## src/design/tspi_pkg.sv

```systemverilog
// ----------------------------------------------------------------------------
// tspi_pkg
// Shared types and constants of the two-sample pose interpolator.
// ----------------------------------------------------------------------------
package tspi_pkg;

  localparam int STEPS = 32;
  localparam int CNT_W = $clog2(STEPS);

  localparam logic [15:0] DEFAULT_UNITS = 16'd1000;

  localparam logic OP_PUSH = 1'b0;
  localparam logic OP_EVAL = 1'b1;

  localparam logic [1:0] AX_X = 2'd0;
  localparam logic [1:0] AX_Y = 2'd1;
  localparam logic [1:0] AX_Z = 2'd2;
  localparam logic [1:0] AX_H = 2'd3;

  typedef enum logic [2:0] {
    ST_IDLE,
    ST_SPAN,
    ST_BASE,
    ST_OFFS,
    ST_LOAD,
    ST_MUL,
    ST_DIV,
    ST_FIN
  } state_t;

endpackage

```

## src/design/two_sample_pose_interpolator_core.sv

```systemverilog
// ----------------------------------------------------------------------------
// two_sample_pose_interpolator_core
// Keeps the two newest pose samples and interpolates a pose between them.
// ----------------------------------------------------------------------------
// usage:
//   a command beat is taken when start is high and busy is low. a push
//   (in_operation = 0) stores a sample, gives no result and leaves busy
//   low, so the next beat may follow at once.
//   an evaluate (in_operation = 1) gives one result beat, marked by out_valid
//   for exactly one cycle. without a valid segment the result comes the cycle
//   after the command. otherwise busy is high through three setup steps (span
//   and base on a 32x16 multiplier, then the offset), per axis a load step,
//   32 shift-add multiply steps, 32 restoring divide steps and a finish step,
//   all four axes on one shared 49-bit adder. out_valid rises as busy falls.
//   the receiver cannot stall: each result must be taken in its cycle.
//   cfg_wr_en writes render_units_per_tick at once; write it only while idle.
//   synchronous reset clears both samples and sets the register to 1000.
// ----------------------------------------------------------------------------
module two_sample_pose_interpolator_core
  import tspi_pkg::*;
#(
  parameter int HEADING_SCALE = 256
) (
  input  logic               clk,
  input  logic               rst_n,
  input  logic               cfg_wr_en,
  input  logic [15:0]        cfg_wr_data,
  input  logic               start,
  output logic               busy,
  input  logic               in_operation,
  input  logic [31:0]        in_sample_tick,
  input  logic signed [31:0] in_sample_x,
  input  logic signed [31:0] in_sample_y,
  input  logic signed [31:0] in_sample_z,
  input  logic [7:0]         in_sample_heading,
  input  logic [47:0]        in_render_time,
  output logic               out_valid,
  output logic signed [31:0] out_pose_x,
  output logic signed [31:0] out_pose_y,
  output logic signed [31:0] out_pose_z,
  output logic signed [17:0] out_pose_heading,
  output logic               out_at_rest
);

  localparam logic signed [32:0] HSCALE = 33'(HEADING_SCALE);

  state_t state_r, state_nxt;

  logic [15:0] units_r, units_nxt;
  logic [1:0]  count_r, count_nxt;
  logic [31:0] old_tick_r, old_tick_nxt, new_tick_r, new_tick_nxt;
  logic [31:0] old_x_r, old_x_nxt, old_y_r, old_y_nxt, old_z_r, old_z_nxt;
  logic [31:0] new_x_r, new_x_nxt, new_y_r, new_y_nxt, new_z_r, new_z_nxt;
  logic [7:0]  old_h_r, old_h_nxt, new_h_r, new_h_nxt;

  logic [47:0] rt_r, rt_nxt;
  logic [47:0] span_r, span_nxt;
  logic [47:0] base_r, base_nxt;
  logic [47:0] off_r, off_nxt;
  logic [79:0] pd_r, pd_nxt;
  logic [CNT_W-1:0] cnt_r, cnt_nxt;
  logic [1:0]  axis_r, axis_nxt;
  logic signed [32:0] a_r, a_nxt;
  logic        neg_r, neg_nxt;

  logic        out_valid_r, out_valid_nxt;
  logic        at_rest_r, at_rest_nxt;
  logic [31:0] px_r, px_nxt, py_r, py_nxt, pz_r, pz_nxt;
  logic [17:0] ph_r, ph_nxt;

  logic        accept;
  logic        no_segment;
  logic        replace;
  logic [31:0] mul_op;
  logic [47:0] mul_p;
  logic [48:0] alu_a, alu_b;
  logic        alu_cin;
  logic [49:0] alu_sum;
  logic [47:0] rt_diff;
  logic [7:0]  h_diff;
  logic signed [32:0] h_from, h_to, h_new;
  logic signed [32:0] ld_a, ld_b, ld_d;
  logic signed [32:0] fin_res;
  logic        step_last;

  assign accept    = start && (state_r == ST_IDLE);
  assign busy      = (state_r != ST_IDLE);
  assign step_last = (cnt_r == CNT_W'(STEPS - 1));

  assign no_segment = (count_r != 2'd2) || (new_tick_r <= old_tick_r) || (units_r == 16'd0);

  // shared 32x16 multiplier for span and segment base
  assign mul_op = (state_r == ST_SPAN) ? (new_tick_r - old_tick_r) : old_tick_r;
  assign mul_p  = 48'(mul_op) * 48'(units_r);

  assign rt_diff = rt_r - base_r;

  // heading endpoints, shortest way round
  assign h_diff = new_h_r - old_h_r;
  assign h_from = $signed({25'd0, old_h_r}) * HSCALE;
  assign h_to   = h_from + $signed({{25{h_diff[7]}}, h_diff}) * HSCALE;
  assign h_new  = $signed({25'd0, new_h_r}) * HSCALE;

  always_comb begin
    unique case (axis_r)
      AX_X: begin
        ld_a = $signed({old_x_r[31], old_x_r});
        ld_b = $signed({new_x_r[31], new_x_r});
      end
      AX_Y: begin
        ld_a = $signed({old_y_r[31], old_y_r});
        ld_b = $signed({new_y_r[31], new_y_r});
      end
      AX_Z: begin
        ld_a = $signed({old_z_r[31], old_z_r});
        ld_b = $signed({new_z_r[31], new_z_r});
      end
      AX_H: begin
        ld_a = h_from;
        ld_b = h_to;
      end
      default: begin
        ld_a = '0;
        ld_b = '0;
      end
    endcase
  end

  assign ld_d = (ld_b < ld_a) ? (ld_a - ld_b) : (ld_b - ld_a);

  // shared adder: shift-add multiply, then restoring divide
  always_comb begin
    if (state_r == ST_MUL) begin
      alu_a   = {1'b0, pd_r[79:32]};
      alu_b   = pd_r[0] ? {1'b0, off_r} : '0;
      alu_cin = 1'b0;
    end else begin
      alu_a   = {pd_r[79:32], pd_r[31]};
      alu_b   = ~{1'b0, span_r};
      alu_cin = 1'b1;
    end
  end

  assign alu_sum = {1'b0, alu_a} + {1'b0, alu_b} + 50'(alu_cin);

  assign fin_res = neg_r ? (a_r - $signed({1'b0, pd_r[31:0]}))
                         : (a_r + $signed({1'b0, pd_r[31:0]}));

  assign replace = (count_r != 2'd0) && (in_sample_tick == new_tick_r);

  always_comb begin
    state_nxt     = state_r;
    units_nxt     = cfg_wr_en ? cfg_wr_data : units_r;
    count_nxt     = count_r;
    old_tick_nxt  = old_tick_r;
    old_x_nxt     = old_x_r;
    old_y_nxt     = old_y_r;
    old_z_nxt     = old_z_r;
    old_h_nxt     = old_h_r;
    new_tick_nxt  = new_tick_r;
    new_x_nxt     = new_x_r;
    new_y_nxt     = new_y_r;
    new_z_nxt     = new_z_r;
    new_h_nxt     = new_h_r;
    rt_nxt        = rt_r;
    span_nxt      = span_r;
    base_nxt      = base_r;
    off_nxt       = off_r;
    pd_nxt        = pd_r;
    cnt_nxt       = cnt_r;
    axis_nxt      = axis_r;
    a_nxt         = a_r;
    neg_nxt       = neg_r;
    out_valid_nxt = 1'b0;
    at_rest_nxt   = at_rest_r;
    px_nxt        = px_r;
    py_nxt        = py_r;
    pz_nxt        = pz_r;
    ph_nxt        = ph_r;

    unique case (state_r)
      ST_IDLE: begin
        if (accept) begin
          if (in_operation == OP_PUSH) begin
            if (!replace) begin
              if (count_r != 2'd0) begin
                old_tick_nxt = new_tick_r;
                old_x_nxt    = new_x_r;
                old_y_nxt    = new_y_r;
                old_z_nxt    = new_z_r;
                old_h_nxt    = new_h_r;
              end
              if (count_r != 2'd2) begin
                count_nxt = count_r + 2'd1;
              end
            end
            new_tick_nxt = in_sample_tick;
            new_x_nxt    = in_sample_x;
            new_y_nxt    = in_sample_y;
            new_z_nxt    = in_sample_z;
            new_h_nxt    = in_sample_heading;
          end else if (no_segment) begin
            px_nxt        = new_x_r;
            py_nxt        = new_y_r;
            pz_nxt        = new_z_r;
            ph_nxt        = h_new[17:0];
            at_rest_nxt   = 1'b1;
            out_valid_nxt = 1'b1;
          end else begin
            rt_nxt    = in_render_time;
            state_nxt = ST_SPAN;
          end
        end
      end
      ST_SPAN: begin
        span_nxt  = mul_p;
        state_nxt = ST_BASE;
      end
      ST_BASE: begin
        base_nxt  = mul_p;
        state_nxt = ST_OFFS;
      end
      ST_OFFS: begin
        if (rt_r < base_r) begin
          off_nxt = '0;
        end else if (rt_diff > span_r) begin
          off_nxt = span_r;
        end else begin
          off_nxt = rt_diff;
        end
        axis_nxt  = AX_X;
        state_nxt = ST_LOAD;
      end
      ST_LOAD: begin
        a_nxt     = ld_a;
        neg_nxt   = (ld_b < ld_a);
        pd_nxt    = {48'd0, ld_d[31:0]};
        cnt_nxt   = '0;
        state_nxt = ST_MUL;
      end
      ST_MUL: begin
        pd_nxt  = {alu_sum[48:0], pd_r[31:1]};
        cnt_nxt = cnt_r + CNT_W'(1);
        if (step_last) begin
          state_nxt = ST_DIV;
        end
      end
      ST_DIV: begin
        pd_nxt  = {(alu_sum[49] ? alu_sum[47:0] : alu_a[47:0]), pd_r[30:0], alu_sum[49]};
        cnt_nxt = cnt_r + CNT_W'(1);
        if (step_last) begin
          state_nxt = ST_FIN;
        end
      end
      ST_FIN: begin
        unique case (axis_r)
          AX_X:    px_nxt = fin_res[31:0];
          AX_Y:    py_nxt = fin_res[31:0];
          AX_Z:    pz_nxt = fin_res[31:0];
          AX_H:    ph_nxt = fin_res[17:0];
          default: px_nxt = px_r;
        endcase
        if (axis_r == AX_H) begin
          at_rest_nxt   = 1'b0;
          out_valid_nxt = 1'b1;
          state_nxt     = ST_IDLE;
        end else begin
          axis_nxt  = axis_r + 2'd1;
          state_nxt = ST_LOAD;
        end
      end
      default: state_nxt = ST_IDLE;
    endcase
  end

  always_ff @(posedge clk) begin
    if (!rst_n) begin
      state_r     <= ST_IDLE;
      out_valid_r <= 1'b0;
    end else begin
      state_r     <= state_nxt;
      out_valid_r <= out_valid_nxt;
    end
  end

  // sample store and register
  always_ff @(posedge clk) begin
    if (!rst_n) begin
      units_r    <= DEFAULT_UNITS;
      count_r    <= 2'd0;
      old_tick_r <= '0;
      old_x_r    <= '0;
      old_y_r    <= '0;
      old_z_r    <= '0;
      old_h_r    <= '0;
      new_tick_r <= '0;
      new_x_r    <= '0;
      new_y_r    <= '0;
      new_z_r    <= '0;
      new_h_r    <= '0;
    end else begin
      units_r    <= units_nxt;
      count_r    <= count_nxt;
      old_tick_r <= old_tick_nxt;
      old_x_r    <= old_x_nxt;
      old_y_r    <= old_y_nxt;
      old_z_r    <= old_z_nxt;
      old_h_r    <= old_h_nxt;
      new_tick_r <= new_tick_nxt;
      new_x_r    <= new_x_nxt;
      new_y_r    <= new_y_nxt;
      new_z_r    <= new_z_nxt;
      new_h_r    <= new_h_nxt;
    end
  end

  // datapath
  always_ff @(posedge clk) begin
    rt_r      <= rt_nxt;
    span_r    <= span_nxt;
    base_r    <= base_nxt;
    off_r     <= off_nxt;
    pd_r      <= pd_nxt;
    cnt_r     <= cnt_nxt;
    axis_r    <= axis_nxt;
    a_r       <= a_nxt;
    neg_r     <= neg_nxt;
    at_rest_r <= at_rest_nxt;
    px_r      <= px_nxt;
    py_r      <= py_nxt;
    pz_r      <= pz_nxt;
    ph_r      <= ph_nxt;
  end

  assign out_valid        = out_valid_r;
  assign out_pose_x       = px_r;
  assign out_pose_y       = py_r;
  assign out_pose_z       = pz_r;
  assign out_pose_heading = ph_r;
  assign out_at_rest      = at_rest_r;

`ifndef NO_ASSERTIONS
  a_valid_when_idle: assert property (@(posedge clk) disable iff (!rst_n)
    out_valid_r |-> (state_r == ST_IDLE))
    else $error("result beat while sequencer busy");

  a_push_no_result: assert property (@(posedge clk) disable iff (!rst_n)
    (accept && in_operation == OP_PUSH) |=> !out_valid_r)
    else $error("push produced a result beat");

  a_count_range: assert property (@(posedge clk) disable iff (!rst_n)
    count_r != 2'd3)
    else $error("sample count out of range");

  a_rem_below_span: assert property (@(posedge clk) disable iff (!rst_n)
    (state_r == ST_DIV) |-> (pd_r[79:32] < span_r))
    else $error("partial remainder not below span");

  a_off_clamped: assert property (@(posedge clk) disable iff (!rst_n)
    (state_r == ST_LOAD) |-> (off_r <= span_r))
    else $error("offset outside segment");
`endif

endmodule

```

## config.mk

```make
export PLATFORM = sky130hd
export DESIGN_NAME = two_sample_pose_interpolator_core
export DESIGN_NICKNAME = d
export VERILOG_FILES = /design/src/design/tspi_pkg.sv /design/src/design/two_sample_pose_interpolator_core.sv
export SDC_FILE = /design/constraint.sdc
export NUM_CORES = 2
export LEC_CHECK = 0
export BUFFER_PORTS_ARGS = -buffer_cell sky130_fd_sc_hd__buf_4
export CAP_MARGIN = 20
export CELL_PAD_IN_SITES_DETAIL_PLACEMENT = 1
export CELL_PAD_IN_SITES_GLOBAL_PLACEMENT = 2
export CORE_MARGIN = 10
export CORE_UTILIZATION = 40
export DETAILED_ROUTE_END_ITERATION = 6
export PLACE_DENSITY_LB_ADDON = 0.2
export SKIP_CTS_REPAIR_TIMING = 1
export SLEW_MARGIN = 20
export SYNTH_ARGS = -nofsm -noshare
export SYNTH_HDL_FRONTEND = slang
export SYNTH_SLANG_ARGS = --single-unit
```

## constraint.sdc

```tcl
create_clock -name clk -period 28 [get_ports clk]
set_clock_uncertainty 0.15 [all_clocks]
set_input_delay 4.2 -clock clk [delete_from_list [all_inputs] [get_ports clk]]
set_output_delay 4.2 -clock clk [all_outputs]
set_load 0.05 [all_outputs]
```

==> impl_metrics.py <==
metrics = {
    "power": {
        "powerDensity_nw_per_um2": 59.9,
        "seqPwrFrac_pct": 31.1,
        "p_int_mw": 2.51,
        "pwr-share-comb_pct": 39.5,
        "vdd_drop_max_mv": 0.0464,
        "power.switching_mw": 1.64,
        "clkPwrFrac_pct": 29.4,
        "p_leak_nw": 30.3,
        "p_sw_share_pct": 39.5,
    },
    "synth": {
        "synthCells": 6873,
        "synth_area_sq_um": 61900,
        "async_reset_ff_share_pct": 0,
        "synth_edf_count": 427,
        "synth_area_leaders": "edfxtp_1 (21%), fa_1 (14%), dfxtp_1 (9.5%)",
        "ys_seq_area_share_pct": 30.2,
        "ys.flop_type": "edfxtp_1",
        "yosysUniqueCellTypes": 102,
        "synth_area_per_cell_sq_um": 9.01,
        "synth_top_cell_by_area": "edfxtp_1",
        "ys_warn_count": 0,
        "netlist.area_leader.share_pct": 20.7,
        "synth_nets": 7921,
        "ys_ff_latch": 721,
    },
    "sta": {
        "whs_ps": 327,
        "tightest_slew_ps": 1080,
        "period_minus_slack_ps": 9780,
        "slew_headroom_pct": 27.9,
        "maxSlewViolCount": 0,
        "fin_setup_tns_ps": 0,
        "rsz0062_at_grt": "no",
        "hold_viol_final": 0,
        "setup_viol": 0,
        "fmax_mhz": 102,
        "min_period_over_period_pct": 34.9,
    },
    "worst_setup_path": {
        "rrSetupSlack_ps": 18220,
        "cp.required_ps": 28300,
        "cp-end-kind": "flop",
        "reg2reg_from": "new_tick_r[0]$_SDFFE_PN0P_",
        "critPathKind": "flop to flop",
        "max_stage_delay_ps": 660,
        "crit_path_max_fanout": 16,
        "slowest_stage": "or3_1",
        "startpoint_type": "flop",
        "r2r_cells": 34,
        "cp_common_cell": "fa_1",
        "arrival_ps": 10080,
        "worstReg2RegEnd": "span_r[44]$_DFFE_PN_",
    },
    "clock_tree": {
        "cts_sinks": 721,
        "cts-htree-levels": 3,
        "clockRootBuffer": "clkbuf_16",
        "clk_path_buf_depth": 3,
        "tritoncts": "built",
        "clkTransAtPathRegs_ps": 60,
        "clock_latency_ps": 740,
        "numCtsBuffers": 89,
    },
    "route": {
        "viasPerCell": 5.59,
        "postRouteAntennaNets": 0,
        "avgRoutedWirePerCell_microns": 24.1,
        "drc": 0,
        "drt-initial-drc-count": 3712,
        "dr_total_vias": 51000,
        "dr.pass1.iters": 6,
        "drt_wl_total_mm": 220,
    },
    "place": {
        "finalWeightedCongestion": 0.896,
        "io_buffer_count": 321,
        "hpwl_mm": 170,
    },
    "cells_and_area": {
        "layout-area-overhead-vs-synth_pct": 12.0,
        "final_cell_mix": "nand2_1 (1,114), inv_1 (736), fa_1 (427), edfxtp_1 (427), ha_1 (413)",
        "finish.utilization_pct": 45.1,
        "final_common_cell": "nand2_1",
        "drive_gt1_share_pct": 9.18,
        "num-nets-final": 8057,
    },
    "global_route": {
        "grt_pass1_vias": 53200,
        "grt_overflow": 0,
        "grt_pass1_wl_mm": 334,
        "grt_start_max_net_pins": 102,
        "antenna_found_initial": 10,
        "track_usage_pct": 25.1,
    },
    "die": {
        "fp.dieW_microns": 413,
        "ios": 322,
        "rows": 144,
        "core_sq_um": 154000,
        "initial_core_util_pct": 40.2,
        "die_h_microns": 413,
        "dieArea_sq_um": 171000,
    },
    "hold_path": {
        "hold_end": "units_r[9]$_SDFFE_PN1P_",
        "hold_path_depth": 2,
        "min_from": "units_r[9]$_SDFFE_PN1P_",
        "worstHoldPathType": "flop to flop",
    },
    "status": {
        "outcome": "complete, no violations",
    },
    "job": {
        "cap_violations": 0,
    },
}
[worst max-delay path: cells and delay by family, from the launching register on]
kind | cells | cell delay [ps]
adders and majority gates | 9 | 3900
buffers and inverters | 5 | 260
and+or+nand+nor | 5 | 1470
xor gates and xnor gates | 1 | 130
AOI/OAI and AO/OA | 14 | 3170
DFF | 1 | 400
[cell families after synthesis]
group           after synthesis  synth area share (%)
simple gates               2117                  15.9
compound gates             1549                  16.6
buf+inv                    1108                  6.88
fa+ha+maj                   843                  22.2
flops                       721                  30.2
xor+xnor                    274                  3.92
mux                         261                  4.24
[power groups by stage]
stage / clock network (mW) / logic, mW / registers, mW
6_report: 1.22 / 1.64 / 1.29
3_5_place_dp: 0 / 1.63 / 1.31
4_1_cts: 1.24 / 1.64 / 1.29
3_3_place_gp: 0 / 1.60 / 1.31
2_1_floorplan: 0 / 1.06 / 1.35
5_1_grt: 1.29 / 1.81 / 1.30
[registers in the layout (all words and copies together), names as in the netlist, 48 cells and up]
register  count
span_r       48
rt_r         48
pd_r         80
base_r       48
off_r        48
[per-layer routing]
layer	global-route usage, %	vias up	part of all wire [%]
met5	0	-	0
met4	4.50	0	1.6
met3	3.03	180	4.4
met2	40.4	1076	46
met1	36.4	26100	48
li1	-	23600	-
[worst max path at each step]
stage | startpoint | endpoint | slack (ps) | cells past startpoint
2_1_floorplan | state_r[0]$_SDFFE_PN0P_ | base_r[44]$_DFFE_PP_ | 19060 | 27
3_3_place_gp | new_tick_r[0]$_SDFFE_PN0P_ | base_r[44]$_DFFE_PP_ | 18370 | 34
3_5_place_dp | new_tick_r[0]$_SDFFE_PN0P_ | base_r[44]$_DFFE_PP_ | 18190 | 34
4_1_cts | new_tick_r[0]$_SDFFE_PN0P_ | span_r[44]$_DFFE_PN_ | 18170 | 34
5_1_grt | new_tick_r[0]$_SDFFE_PN0P_ | span_r[44]$_DFFE_PN_ | 17670 | 34
6_report | new_tick_r[0]$_SDFFE_PN0P_ | span_r[44]$_DFFE_PN_ | 18220 | 34
[per-stage QoR]
step	cells	worst slack (ps)	power, mW	cell area [sq um]
after CTS	9126	18170	4.17	69300
after global placement	8962	18370	2.91	66300
after global routing	9127	17670	4.39	69300
after detailed placement	8962	18190	2.94	66300
final	9129	18220	4.15	69300
after floorplan	6873	19060	2.41	61900
[cell usage after synthesis, drive strengths merged (60+ instances only)]
master,number
nand4,60
a21o,204
xnor2,159
nor2,218
nor2b,186
edfxtp,427
inv,740
o21a,60
o21ai,271
and2,242
dfxtp,294
a21oi,394
a21boi,154
ha,416
mux2i,249
nand3,67
clkbuf,287
nor3,64
buf,80
nand2,1116
xor2,113
a22oi,89
fa,427
[cell type report]
class	instances	area [sq um]
Tap cell	2044	2560
Timing Repair Buffer	412	3100
Sequential cell	721	18700
Clock inverter	47	568
Multi-Input combinational cell	5044	39100
Fill cell	17800	84500
Antenna cell	3	7.51
Inverter	741	2790
Clock buffer	117	2480
Note: power is estimated with default switching activity, not from simulation.
